File: config.mk
export PLATFORM = sky130hd
export DESIGN_NAME = roi_rgb_statistics_flat
export DESIGN_NICKNAME = d
export VERILOG_FILES = /design/src/hw/rtl/rrs_pkg.sv /design/src/hw/rtl/rrs_stream_if.sv /design/src/hw/rtl/rrs_lane.sv /design/src/hw/rtl/rrs_mul.sv /design/src/hw/rtl/rrs_div.sv /design/src/hw/rtl/roi_rgb_statistics.sv /design/src/flat_wrapper.sv
export SDC_FILE = /design/constraint.sdc
export NUM_CORES = 2
export LEC_CHECK = 0
export BUFFER_PORTS_ARGS = -buffer_cell sky130_fd_sc_hd__buf_2
export CAP_MARGIN = 20
export CORE_AREA = 8 8 377 379
export CTS_CLUSTER_SIZE = 12
export DETAILED_ROUTE_END_ITERATION = 6
export DIE_AREA = 0 0 385 387
export MAX_ROUTING_LAYER = met4
export PLACE_DENSITY = 0.69
export SYNTH_ARGS = -nofsm -noshare
export SYNTH_HDL_FRONTEND = slang
export SYNTH_SLANG_ARGS = --single-unit
File: constraint.sdc
create_clock -name clk -period 5.9 [get_ports clk]
set_input_delay 1.18 -clock clk [delete_from_list [all_inputs] [get_ports clk]]
set_output_delay 1.18 -clock clk [all_outputs]
set_load 0.005 [all_outputs]
File: src/hw/rtl/rrs_pkg.sv
// Package for the region-of-interest RGB statistics block.
// Holds the beat payload types, lane status type and register codes.
// No dependencies; used by the lane, the top level, the checker and the testbench.
package rrs_pkg;

  localparam int NUM_CH_MAX = 3;
  localparam logic [24:0] COUNT_MAX = 25'h1FF_FFFF;

  // Register indexes, taken from paddr[3:2].
  localparam logic [1:0] REG_ROI_LEFT   = 2'd0;
  localparam logic [1:0] REG_ROI_TOP    = 2'd1;
  localparam logic [1:0] REG_ROI_RIGHT  = 2'd2;
  localparam logic [1:0] REG_ROI_BOTTOM = 2'd3;

  typedef struct packed {
    logic [11:0] pixel_x;
    logic [11:0] pixel_y;
    logic [7:0]  red;
    logic [7:0]  green;
    logic [7:0]  blue;
    logic        end_of_frame;
  } pixel_t;

  typedef struct packed {
    logic [1:0]  channel;
    logic [24:0] pixel_count;
    logic [7:0]  min_value;
    logic [11:0] min_col;
    logic [11:0] min_row;
    logic [7:0]  max_value;
    logic [11:0] max_col;
    logic [11:0] max_row;
    logic [7:0]  value_range;
    logic [15:0] mean_q8;
    logic [21:0] variance_q8;
    logic        last_result;
  } result_t;

  // Statistics kept by one channel lane. Positions hold the row in the
  // upper twelve bits and the column in the lower twelve.
  typedef struct packed {
    logic [7:0]  min_value;
    logic [7:0]  max_value;
    logic [23:0] min_pos;
    logic [23:0] max_pos;
    logic [32:0] sum;
    logic [40:0] sumsq;
  } lane_stats_t;

endpackage

File: src/hw/rtl/rrs_stream_if.sv
// Valid/ready stream interface used by the pixel and result channels.
// Payload type is a parameter; types come from rrs_pkg.
interface rrs_stream_if #(
  parameter type T = logic
);
  logic valid;
  logic ready;
  T     data;

  modport source (output valid, output data, input ready);
  modport sink   (input valid, input data, output ready);
endinterface

File: src/hw/rtl/rrs_lane.sv
// One channel lane: running minimum, maximum, their first positions,
// sum and sum of squares. Uses rrs_pkg::lane_stats_t.
module rrs_lane (
  input  logic                clk,
  input  logic                rst_n,
  input  logic [7:0]          value,
  input  logic                hit,
  input  logic                first,
  input  logic [23:0]         pos,
  input  logic                clear,
  output rrs_pkg::lane_stats_t stats
);

  rrs_pkg::lane_stats_t st_r;
  logic [15:0] sq;

  assign sq = {8'd0, value} * {8'd0, value};

  always_ff @(posedge clk) begin
    if (!rst_n || clear) begin
      st_r <= '0;
    end else if (hit) begin
      if (first) begin
        st_r.min_value <= value;
        st_r.max_value <= value;
        st_r.min_pos   <= pos;
        st_r.max_pos   <= pos;
      end else if (value < st_r.min_value) begin
        st_r.min_value <= value;
        st_r.min_pos   <= pos;
      end else if (value > st_r.max_value) begin
        st_r.max_value <= value;
        st_r.max_pos   <= pos;
      end
      st_r.sum   <= st_r.sum + 33'(value);
      st_r.sumsq <= st_r.sumsq + 41'(sq);
    end
  end

  assign stats = st_r;

endmodule

File: src/hw/rtl/rrs_mul.sv
// Shift-and-add multiplier, one multiplier bit per cycle.
// Self-contained; no package types needed.
module rrs_mul (
  input  logic        clk,
  input  logic        rst_n,
  input  logic        start,
  input  logic [40:0] a,
  input  logic [32:0] b,
  output logic        done,
  output logic [73:0] product
);

  logic [73:0] acc_r;
  logic [73:0] mcand_r;
  logic [32:0] mplier_r;
  logic [5:0]  cnt_r;
  logic        busy_r;
  logic        done_r;

  always_ff @(posedge clk) begin
    if (!rst_n) begin
      busy_r <= 1'b0;
      done_r <= 1'b0;
      cnt_r  <= '0;
    end else begin
      done_r <= 1'b0;
      if (start) begin
        busy_r   <= 1'b1;
        cnt_r    <= '0;
        acc_r    <= '0;
        mcand_r  <= 74'(a);
        mplier_r <= b;
      end else if (busy_r) begin
        if (mplier_r[0]) begin
          acc_r <= acc_r + mcand_r;
        end
        mcand_r  <= {mcand_r[72:0], 1'b0};
        mplier_r <= {1'b0, mplier_r[32:1]};
        cnt_r    <= cnt_r + 6'd1;
        if (cnt_r == 6'd32) begin
          busy_r <= 1'b0;
          done_r <= 1'b1;
        end
      end
    end
  end

  assign done    = done_r;
  assign product = acc_r;

endmodule

File: src/hw/rtl/rrs_div.sv
// Restoring divider, one quotient bit per cycle, up to 22 quotient bits.
// The caller supplies the upper numerator part, already below the divisor.
module rrs_div (
  input  logic        clk,
  input  logic        rst_n,
  input  logic        start,
  input  logic [50:0] rem_init,
  input  logic [21:0] low_bits,
  input  logic [49:0] divisor,
  input  logic [4:0]  steps,
  output logic        done,
  output logic [21:0] quotient
);

  logic [50:0] rem_r;
  logic [21:0] low_r;
  logic [21:0] quo_r;
  logic [4:0]  cnt_r;
  logic        busy_r;
  logic        done_r;
  logic [50:0] trial;
  logic [50:0] den;

  assign den   = {1'b0, divisor};
  assign trial = {rem_r[49:0], low_r[21]};

  always_ff @(posedge clk) begin
    if (!rst_n) begin
      busy_r <= 1'b0;
      done_r <= 1'b0;
      cnt_r  <= '0;
    end else begin
      done_r <= 1'b0;
      if (start) begin
        busy_r <= 1'b1;
        rem_r  <= rem_init;
        low_r  <= low_bits;
        quo_r  <= '0;
        cnt_r  <= steps;
      end else if (busy_r) begin
        if (trial >= den) begin
          rem_r <= trial - den;
          quo_r <= {quo_r[20:0], 1'b1};
        end else begin
          rem_r <= trial;
          quo_r <= {quo_r[20:0], 1'b0};
        end
        low_r <= {low_r[20:0], 1'b0};
        cnt_r <= cnt_r - 5'd1;
        if (cnt_r == 5'd1) begin
          busy_r <= 1'b0;
          done_r <= 1'b1;
        end
      end
    end
  end

  assign done     = done_r;
  assign quotient = quo_r;

endmodule

File: src/hw/rtl/roi_rgb_statistics.sv
// Region-of-interest RGB statistics, top level.
// Uses rrs_pkg, rrs_stream_if, rrs_lane, rrs_mul and rrs_div.
//
// Usage: pixels arrive as beats on in_ch in raster order, each with its
// column, row, three channel values and an end-of-frame flag. Pixels that
// fall inside the inclusive rectangle held in the APB registers (and inside
// MAX_WIDTH x MAX_HEIGHT) are counted. One lane per channel tracks the
// minimum and maximum with their first position, the sum and the sum of
// squares, so an ordinary pixel beat is taken every cycle while idle.
// When the end-of-frame beat is accepted, in_ch.ready drops and a shared
// sequencer walks the lanes one at a time: three 33-step shift-add
// multiplies (n*sumsq, sum*sum, n*n), each with start and handoff,
// then a 16-step divide for the mean and a 22-step divide for the
// variance. Each lane gives one result beat, in channel order.
// Each result beat sits in an output register on out_ch until it is taken;
// a stalled receiver simply holds the block in that state. After the last
// beat (last_result high) the statistics are cleared and in_ch.ready
// returns. Registers may be written over APB while the block is idle;
// pready is always high. Reset restores the full-frame rectangle and
// clears all statistics.
module roi_rgb_statistics #(
  parameter int MAX_WIDTH  = 4096,
  parameter int MAX_HEIGHT = 4096,
  parameter int CHANNELS   = 3
) (
  input  logic        clk,
  input  logic        rst_n,
  rrs_stream_if.sink   in_ch,
  rrs_stream_if.source out_ch,
  input  logic        psel,
  input  logic        penable,
  input  logic        pwrite,
  input  logic [3:0]  paddr,
  input  logic [31:0] pwdata,
  output logic [31:0] prdata,
  output logic        pready
);

  localparam int NCH = (CHANNELS < 1) ? 1 : ((CHANNELS > 3) ? 3 : CHANNELS);
  localparam logic [1:0] LAST_CH = 2'(NCH - 1);

  localparam logic [2:0] ST_IDLE     = 3'd0;
  localparam logic [2:0] ST_MUL_NQ   = 3'd1;
  localparam logic [2:0] ST_MUL_SS   = 3'd2;
  localparam logic [2:0] ST_MUL_NN   = 3'd3;
  localparam logic [2:0] ST_DIV_MEAN = 3'd4;
  localparam logic [2:0] ST_DIV_VAR  = 3'd5;
  localparam logic [2:0] ST_OUT      = 3'd6;

  // Configuration registers.
  logic [11:0] roi_left_r, roi_top_r, roi_right_r, roi_bottom_r;
  logic        cfg_wr;

  assign cfg_wr = psel && penable && pwrite;
  assign pready = 1'b1;

  always_ff @(posedge clk) begin
    if (!rst_n) begin
      roi_left_r   <= 12'd0;
      roi_top_r    <= 12'd0;
      roi_right_r  <= 12'd4095;
      roi_bottom_r <= 12'd4095;
    end else if (cfg_wr) begin
      unique case (paddr[3:2])
        rrs_pkg::REG_ROI_LEFT:   roi_left_r   <= pwdata[11:0];
        rrs_pkg::REG_ROI_TOP:    roi_top_r    <= pwdata[11:0];
        rrs_pkg::REG_ROI_RIGHT:  roi_right_r  <= pwdata[11:0];
        rrs_pkg::REG_ROI_BOTTOM: roi_bottom_r <= pwdata[11:0];
        default:                 roi_left_r   <= roi_left_r;
      endcase
    end
  end

  always_comb begin
    unique case (paddr[3:2])
      rrs_pkg::REG_ROI_LEFT:   prdata = {20'd0, roi_left_r};
      rrs_pkg::REG_ROI_TOP:    prdata = {20'd0, roi_top_r};
      rrs_pkg::REG_ROI_RIGHT:  prdata = {20'd0, roi_right_r};
      rrs_pkg::REG_ROI_BOTTOM: prdata = {20'd0, roi_bottom_r};
      default:                 prdata = 32'd0;
    endcase
  end

  // Input side: region test and pixel count.
  logic [2:0]  state_r, state_nxt;
  logic [24:0] count_r;
  logic        in_fire, in_roi, hit, clear_stats;
  rrs_pkg::pixel_t px;

  assign px      = in_ch.data;
  assign in_ch.ready = (state_r == ST_IDLE);
  assign in_fire = in_ch.valid && in_ch.ready;
  assign in_roi  = (px.pixel_x >= roi_left_r) && (px.pixel_x <= roi_right_r) &&
                   (px.pixel_y >= roi_top_r) && (px.pixel_y <= roi_bottom_r) &&
                   (32'(px.pixel_x) < MAX_WIDTH) && (32'(px.pixel_y) < MAX_HEIGHT) &&
                   (count_r < rrs_pkg::COUNT_MAX);
  assign hit     = in_fire && in_roi;

  always_ff @(posedge clk) begin
    if (!rst_n || clear_stats) begin
      count_r <= '0;
    end else if (hit) begin
      count_r <= count_r + 25'd1;
    end
  end

  // Channel lanes; unused slots read as zero.
  rrs_pkg::lane_stats_t lane_st [rrs_pkg::NUM_CH_MAX];
  logic [7:0] lane_val [rrs_pkg::NUM_CH_MAX];

  assign lane_val[0] = px.red;
  assign lane_val[1] = px.green;
  assign lane_val[2] = px.blue;

  for (genvar c = 0; c < rrs_pkg::NUM_CH_MAX; c++) begin : g_lane
    if (c < NCH) begin : g_on
      rrs_lane u_lane (
        .clk   (clk),
        .rst_n (rst_n),
        .value (lane_val[c]),
        .hit   (hit),
        .first (count_r == 25'd0),
        .pos   ({px.pixel_y, px.pixel_x}),
        .clear (clear_stats),
        .stats (lane_st[c])
      );
    end else begin : g_off
      assign lane_st[c] = '0;
    end
  end

  // Merging sequencer: one channel at a time through the shared units.
  logic [1:0]  chan_r;
  logic        mul_start_r, div_start_r;
  logic [65:0] p1_r;
  logic [65:0] d_r;
  logic [49:0] nn_r;
  logic [15:0] mean_r;
  logic        out_valid_r;
  rrs_pkg::result_t out_data_r;
  rrs_pkg::lane_stats_t cur;

  logic [40:0] mul_a;
  logic [32:0] mul_b;
  logic        mul_done;
  logic [73:0] mul_p;
  logic [50:0] div_rem;
  logic [21:0] div_low;
  logic [49:0] div_den;
  logic [4:0]  div_steps;
  logic        div_done;
  logic [21:0] div_q;
  logic        out_fire;
  logic        empty;

  assign cur      = lane_st[chan_r];
  assign out_fire = out_valid_r && out_ch.ready;
  assign empty    = (count_r == 25'd0);
  assign clear_stats = out_fire && (chan_r == LAST_CH);

  always_comb begin
    unique case (state_r)
      ST_MUL_SS: begin
        mul_a = 41'(cur.sum);
        mul_b = cur.sum;
      end
      ST_MUL_NN: begin
        mul_a = 41'(count_r);
        mul_b = 33'(count_r);
      end
      default: begin
        mul_a = cur.sumsq;
        mul_b = 33'(count_r);
      end
    endcase
  end

  always_comb begin
    if (state_r == ST_DIV_VAR) begin
      div_rem   = 51'(d_r >> 14);
      div_low   = {d_r[13:0], 8'd0};
      div_den   = nn_r;
      div_steps = 5'd22;
    end else begin
      div_rem   = 51'(cur.sum >> 8);
      div_low   = {cur.sum[7:0], 14'd0};
      div_den   = 50'(count_r);
      div_steps = 5'd16;
    end
  end

  rrs_mul u_mul (
    .clk     (clk),
    .rst_n   (rst_n),
    .start   (mul_start_r),
    .a       (mul_a),
    .b       (mul_b),
    .done    (mul_done),
    .product (mul_p)
  );

  rrs_div u_div (
    .clk      (clk),
    .rst_n    (rst_n),
    .start    (div_start_r),
    .rem_init (div_rem),
    .low_bits (div_low),
    .divisor  (div_den),
    .steps    (div_steps),
    .done     (div_done),
    .quotient (div_q)
  );

  always_comb begin
    state_nxt = state_r;
    unique case (state_r)
      ST_IDLE:     if (in_fire && px.end_of_frame) state_nxt = ST_MUL_NQ;
      ST_MUL_NQ:   if (mul_done) state_nxt = ST_MUL_SS;
      ST_MUL_SS:   if (mul_done) state_nxt = ST_MUL_NN;
      ST_MUL_NN:   if (mul_done) state_nxt = ST_DIV_MEAN;
      ST_DIV_MEAN: if (div_done) state_nxt = ST_DIV_VAR;
      ST_DIV_VAR:  if (div_done) state_nxt = ST_OUT;
      ST_OUT: begin
        if (out_fire) begin
          state_nxt = (chan_r == LAST_CH) ? ST_IDLE : ST_MUL_NQ;
        end
      end
      default:     state_nxt = ST_IDLE;
    endcase
  end

  always_ff @(posedge clk) begin
    if (!rst_n) begin
      state_r     <= ST_IDLE;
      chan_r      <= 2'd0;
      mul_start_r <= 1'b0;
      div_start_r <= 1'b0;
      out_valid_r <= 1'b0;
    end else begin
      state_r     <= state_nxt;
      mul_start_r <= (state_nxt != state_r) &&
                     (state_nxt == ST_MUL_NQ || state_nxt == ST_MUL_SS ||
                      state_nxt == ST_MUL_NN);
      div_start_r <= (state_nxt != state_r) &&
                     (state_nxt == ST_DIV_MEAN || state_nxt == ST_DIV_VAR);
      if (state_r == ST_IDLE && state_nxt == ST_MUL_NQ) begin
        chan_r <= 2'd0;
      end
      if (out_fire) begin
        out_valid_r <= 1'b0;
        chan_r      <= (chan_r == LAST_CH) ? 2'd0 : chan_r + 2'd1;
      end
      if (state_r == ST_DIV_VAR && div_done) begin
        out_valid_r <= 1'b1;
      end
    end
  end

  // Datapath registers between the shared units.
  always_ff @(posedge clk) begin
    if (state_r == ST_MUL_NQ && mul_done) begin
      p1_r <= mul_p[65:0];
    end
    if (state_r == ST_MUL_SS && mul_done) begin
      d_r <= (p1_r >= mul_p[65:0]) ? (p1_r - mul_p[65:0]) : 66'd0;
    end
    if (state_r == ST_MUL_NN && mul_done) begin
      nn_r <= mul_p[49:0];
    end
    if (state_r == ST_DIV_MEAN && div_done) begin
      mean_r <= empty ? 16'd0 : div_q[15:0];
    end
    if (state_r == ST_DIV_VAR && div_done) begin
      out_data_r.channel     <= chan_r;
      out_data_r.pixel_count <= count_r;
      out_data_r.min_value   <= cur.min_value;
      out_data_r.min_col     <= cur.min_pos[11:0];
      out_data_r.min_row     <= cur.min_pos[23:12];
      out_data_r.max_value   <= cur.max_value;
      out_data_r.max_col     <= cur.max_pos[11:0];
      out_data_r.max_row     <= cur.max_pos[23:12];
      out_data_r.value_range <= cur.max_value - cur.min_value;
      out_data_r.mean_q8     <= mean_r;
      out_data_r.variance_q8 <= empty ? 22'd0 : div_q;
      out_data_r.last_result <= (chan_r == LAST_CH);
    end
  end

  assign out_ch.valid = out_valid_r;
  assign out_ch.data  = out_data_r;

endmodule

File: src/flat_wrapper.sv
// flat-port wrapper written by rule: the top's interface ports become plain ports
module roi_rgb_statistics_flat 
#(
  parameter int MAX_WIDTH  = 4096,
  parameter int MAX_HEIGHT = 4096,
  parameter int CHANNELS   = 3
)
  (clk, rst_n, psel, penable, pwrite, paddr, pwdata, prdata, pready, in_ch_valid, in_ch_data, in_ch_ready, out_ch_valid, out_ch_data, out_ch_ready);
  rrs_stream_if #(.T(rrs_pkg::pixel_t)) in_ch_i ();
  rrs_stream_if #(.T(rrs_pkg::result_t)) out_ch_i ();
  input  logic clk;
  input  logic rst_n;
  input  logic psel;
  input  logic penable;
  input  logic pwrite;
  input  logic [3:0] paddr;
  input  logic [31:0] pwdata;
  output logic [31:0] prdata;
  output logic pready;
  input wire logic [$bits(in_ch_i.valid)-1:0] in_ch_valid;
  input wire logic [$bits(in_ch_i.data)-1:0] in_ch_data;
  output wire logic [$bits(in_ch_i.ready)-1:0] in_ch_ready;
  output wire logic [$bits(out_ch_i.valid)-1:0] out_ch_valid;
  output wire logic [$bits(out_ch_i.data)-1:0] out_ch_data;
  input wire logic [$bits(out_ch_i.ready)-1:0] out_ch_ready;
  assign in_ch_i.valid = in_ch_valid;
  assign in_ch_i.data = in_ch_data;
  assign in_ch_ready = in_ch_i.ready;
  assign out_ch_valid = out_ch_i.valid;
  assign out_ch_data = out_ch_i.data;
  assign out_ch_i.ready = out_ch_ready;
  roi_rgb_statistics #(.MAX_WIDTH(MAX_WIDTH), .MAX_HEIGHT(MAX_HEIGHT), .CHANNELS(CHANNELS)) u_core (.clk(clk), .rst_n(rst_n), .in_ch(in_ch_i), .out_ch(out_ch_i), .psel(psel), .penable(penable), .pwrite(pwrite), .paddr(paddr), .pwdata(pwdata), .prdata(prdata), .pready(pready));
endmodule
After elaboration in Yosys (flattened, before gate mapping)
Cells that the tools add are included.

storage, ports and cells
  register bits after elaboration = 1119
  bits of input ports = 92
  output and inout bits = 173
  logic and storage cells = 235

cells by class
  $add $sub $neg = 14
  multiply operators = 3
  order comparisons = 14
  equality and inequality tests = 21
  mux-type cells = 68
  bitwise gates (word level) = 4
  reductions and logical operators = 54

operators with widths
  kind                                                             number
  138-bit binary-select mux with 2-bit select                      1
  138-bit 2-to-1 mux                                               2
  50-bit 2-to-1 mux                                                5
  74-bit 2-to-1 mux                                                3
  24-bit 2-to-1 mux                                                9
  64-bit 2-to-1 mux                                                3
  32-bit case mux with 4 select lines                              1
  41-bit by 16-bit adder with 41-bit output                        3
  33-bit by 8-bit adder with 33-bit output                         3
  33-bit 2-to-1 mux                                                3
  22-bit 2-to-1 mux                                                4
  41-bit case mux with 2 select lines                              1
  74-bit adder                                                     1
  8-bit 2-to-1 mux                                                 9
  66-bit greater-or-equal comparator                               1
  64-bit subtractor                                                1
  51-bit by 50-bit greater-or-equal comparator with 1-bit output   1
  50-bit subtractor                                                1
  8-bit by 8-bit multiplier with 16-bit output                     3
  41-bit 2-to-1 mux                                                1
  25-bit by 1-bit adder with 25-bit output, second input constant  1
  25-bit logical NOT                                               1
  25-bit less-than comparator, second input constant               1
  12-bit greater-or-equal comparator                               2
  other kinds (34)                                                 117

Logic depth before layout (Yosys ltp)
  depth after elaboration = 9
  depth in mapped cells = 23
  depth with buffers taken out = 21

By module
From an unflattened synthesis, not the netlist that was laid out.

unflattened totals
  cells, all modules = 7452
  area total of the unflattened synthesis = 69342.8 µm²

modules (own cells, without submodules)
  module              times used  cells each  area an instance (µm²)  seq. area each (µm²)
  rrs_lane            3           981         8355.5                  2762.6
  roi_rgb_statistics  1           2561        24743.7                 11681.2
  rrs_mul             1           1108        11726.2                 5595.4
  rrs_div             1           840         7806.2                  2962.8

Worst setup path before layout
No wires, ideal clock.

  path kind = input port to flip-flop
  start = input in_ch_data[22]
  end = register u_core.g_lane[0].g_on.u_lane.st_r, in the netlist u_core.g_lane[0].g_on.u_lane.stats[19]
  setup time = 0.070 ns
  arrival = 6.031 ns
  data required time = 5.830 ns
  setup slack = -0.201 ns
  stages = 21
  buffers on the path = 3
  cells stage by stage = clkbuf_1 -> inv_1 -> nor2_1 -> fa_1 -> fa_1 -> inv_1 -> fa_1 -> fa_1 -> inv_1 -> ha_1 -> o21ai_0 -> a21oi_1 -> o21ai_0 -> a211oi_1 -> a221oi_1 -> nor2b_1 -> o21ai_0 -> clkbuf_1 -> clkbuf_1 -> o21ai_0 -> a21oi_1

between the ends
  longest elaborated chain between the ends = 2

ends and longest elaborated chain
  what                                          RTL line            text
  from (decl)                                   flat_wrapper.sv:21  input wire logic [$bits(in_ch_i.data)-1:0] in_ch_data;
  8-bit by 8-bit multiplier with 16-bit output  rrs_lane.sv:17      assign sq = {8'd0, value} * {8'd0, value};
  41-bit by 16-bit adder with 41-bit output     rrs_lane.sv:36      st_r.sumsq <= st_r.sumsq + 41'(sq);
  to (decl)                                     rrs_lane.sv:14      rrs_pkg::lane_stats_t st_r;

Every way passes these cells.
A chain may end at the register's enable or synchronous reset.

Final worst setup path
  start = input in_ch_data[11]
  end = register u_core.g_lane[1].g_on.u_lane.st_r, in the netlist u_core.g_lane[1].g_on.u_lane.stats[36]

between the ends
  longest elaborated chain between the ends = 2

ends and longest elaborated chain
  what                                          RTL line
  8-bit by 8-bit multiplier with 16-bit output  rrs_lane.sv:17
  41-bit by 16-bit adder with 41-bit output     rrs_lane.sv:36
  to (decl)                                     rrs_lane.sv:14

Every way passes these cells.

==> qor.txt <==
status - completed
die footprint - 149000 um2
yosys synthesis warning count - 0
CTS buffer count - 117
synth unique cells - 80
vias post-DR - 54200
P_int - 14.4 mW
Rel. slew slack - 25.3%
Final setup viols - 0
Clock Latency Late Sink - 800 ps
post-synth top area cell - edfxtp_1
Peak Freq - 179 MHz
final hold violation count - 0
CP startpoint kind - input port
largest cells by area after synthesis - edfxtp_1, dfxtp_1, ha_1, mux2i_1, nand2_1
top-count cell post-synth - nand2_1
die width - 385 um
number of fillers in the final layout - 12100
H-tree levels - 3
Sw Share - 29.2%
Final Slew Violations - 0
final WL - 188000 um
Flop pwr share - 41.5%
final routed DRC violation total - 0
Synth async-reset ratio - 0%
syn avg cell area - 9.33 um2
Hold WC Path Type - reg2reg
clock power share - 35.6%
Worst setup EP type - flop
flops & latches, synth - 1095
largest net degree at the start of global routing - 187
worst-path fanout max - 14
Syn-to-layout area delta - 11.3%
Pleak - 29.6 nW
Main synth FF type - edfxtp_1
final setup skew - 88.4 ps
TNS Setup - 0 ps
starting density of the core - 49.6%
Slew @ Worst Pin - 1120 ps
area share of the largest cell type after synthesis - 26.0%
unrepaired setup endpoints after global routing - false
Die Y - 387 um
list of most frequent post-synthesis cells - nand2_1, edfxtp_1, inv_1
mapped cell area - 67600 um2
Rows - 136
hold_ws - 411 ps
fraction of layout cells with a size suffix above 1 - 10.1%
Max-Cap Viols - 0
drt first pass iters - 6
clock period minus worst slack - 5580 ps
pwr/cell area - 270 nW/um2
first-pass GRT wire length - 293000 um
initial antenna violation count - 11
Cells after Synth - 7250
Final period util - 94.5%
CTS tree - built
# nets final - 8044
DR WL/cell - 20.2 um
switching pwr - 5.94 mW
fin area - 75300 um2
initial DRC count - 4308
io pins - 265
root buf cell - clkbuf_16
HPWL Detailed - 138000 um
core box area - 136000 um2
Clk pin slew, worst setup/hold paths - 60 ps
Worst EP required - 6570 ps
Comb pwr share - 22.9%
Arrival @ worst endpoint - 6250 ps
Remaining Overflow, GRT - 0
Seq/Total Area, Yosys - 41.1%
vias in the first global route - 51900
Final GP Congestion - 0.948
port bufs - 221
Peak supply drop - 246 uV
clk buf depth - 3
Area after DPL - 71500 um2
Post-CTS Setup Inserts - 0
Num Clock Sinks - 1095
Worst Setup Path Type - in2reg
Post-DRT Antenna Nets - 0
EDFF count, synth - 585
Hold Buf Count CTS - 0
GRT Util Overall - 25.1%
Vias/cell - 5.83
Power, Total - 20.4 mW
[critical path, stage by stage]
cell and delay, ps:
buf_2 120, and2_1 190, fa_1 620, fa_1 470, fa_1 550, inv_1 50, fa_1 530, inv_1 40
ha_1 290, nand3_1 110, o41ai_1 620, a21o_1 230, nand2_1 60, a21oi_1 260, a311oi_2 170, buf_12 180
nor4_1 340, mux2i_1 210
[final timing paths]
path	from	to	slack, ps	cells past startpoint
setup / recovery	in_ch_data[11]	u_core.g_lane[1].g_on.u_lane.stats[36]	320	18
hold / removal	u_core.mean_r[11]	u_core.out_ch.data[34]	410	0
setup reg to reg	u_core.g_lane[1].g_on.u_lane.stats[4]	u_core.g_lane[1].g_on.u_lane.stats[36]	610	20
hold reg to reg	u_core.mean_r[11]	u_core.out_ch.data[34]	410	0
[power groups by stage]
stage                     registers [mW]  logic (mW)  clock network [mW]
after floorplan                     8.51        3.24                   0
after global placement              8.60        4.50                   0
after detailed placement            8.60        4.63                   0
after CTS                           8.44        4.66                7.38
after global routing                8.47        5.31                7.69
final                               8.44        4.66                7.25
[through the flow]
step / instances / utilization [%] / setup WS [ps]
after detailed placement: 9069 / 52.4 / -605
after CTS: 9289 / 55.2 / 235
after global routing: 9292 / 55.2 / 18.9
after global placement: 9068 / 52.4 / -553
after floorplan: 7269 / - / 0.178
final: 9295 / 55.2 / 323
[per-layer routing]
layer  GRT usage, %  routed length (um)  vias up
met5              -                   0        -
li1               -                   -    25900
met4           7.74                6410        0
met2           40.0               86900     1702
met3           3.23               12300      309
met1           33.5               82100    26200
[repair_timing]
item | in CTS | in global routing
endpoints found under the setup margin | 0 | 5
hold endpoints to repair | 0 | 0
gates resized for setup | 0 | 2
[cells by family (layout without fill, tap and decap cells)]
logic type	Yosys count	after routing	synth area share (%)
XOR/XNOR	241	241	3.12
AO/OA/AOI/OAI	1508	1508	14.0
flip-flops	1095	1095	41.1
buffers and inverters	970	1198	5.58
other	2	25	0.0111
AND/OR/NAND/NOR	2365	2365	16.7
multiplexers	513	513	7.92
adder cells (fa/ha/maj)	556	556	11.6
[cell usage in the layout (no fill, tap or decap), drive strengths merged, types with 58 or more instances in the layout]
| cell type | n |
|---|---|
| a21o | 182 |
| a21oi | 475 |
| and2 | 76 |
| buf | 454 |
| clkbuf | 164 |
| dfxtp | 510 |
| edfxtp | 585 |
| fa | 118 |
| ha | 438 |
| inv | 526 |
| mux2i | 445 |
| nand2 | 943 |
| nand2b | 143 |
| nand3 | 189 |
| nand4 | 105 |
| nor2 | 379 |
| nor2b | 145 |
| nor3 | 115 |
| o21ai | 324 |
| o22ai | 89 |
| o31ai | 58 |
| xnor2 | 149 |
| xor2 | 92 |
[area by class of cell]
cell class              count  area (um2)  area share [%]
inverters                 524        1970            2.62
multi-input cells        5204       36400            48.3
clock buffers             164        3220            4.27
clock inverters            56         574           0.763
repair buffers            454        3090            4.10
well taps                1794        2240            2.98
flip-flops and latches   1095       27800            36.9
diodes                      4        10.0          0.0133
[flip-flops by register name, indices dropped and copies added (netlist names), 2 cells and up]
| name | flops |
|---|---|
| u_core.u_div.cnt_r | 5 |
| u_core.u_mul.mplier_r | 33 |
| u_core.d_r | 64 |
| u_core.p1_r | 66 |
| u_core.u_div.low_r | 14 |
| u_core.nn_r | 50 |
| u_core.mean_r | 16 |
| u_core.u_mul.mcand_r | 66 |
| u_core.u_mul.cnt_r | 6 |
| u_core.count_r | 25 |
| u_core.state_r | 3 |
| u_core.u_div.quotient | 22 |
| u_core.roi_bottom_r | 12 |
| u_core.u_mul.product | 66 |
| u_core.u_div.rem_r | 50 |
| u_core.roi_left_r | 12 |
| u_core.g_lane.g_on.u_lane.stats | 414 |
| u_core.chan_r | 2 |
| u_core.out_ch.data | 138 |
| u_core.roi_right_r | 12 |
| u_core.roi_top_r | 12 |
Power figures use the tool's default switching activity.
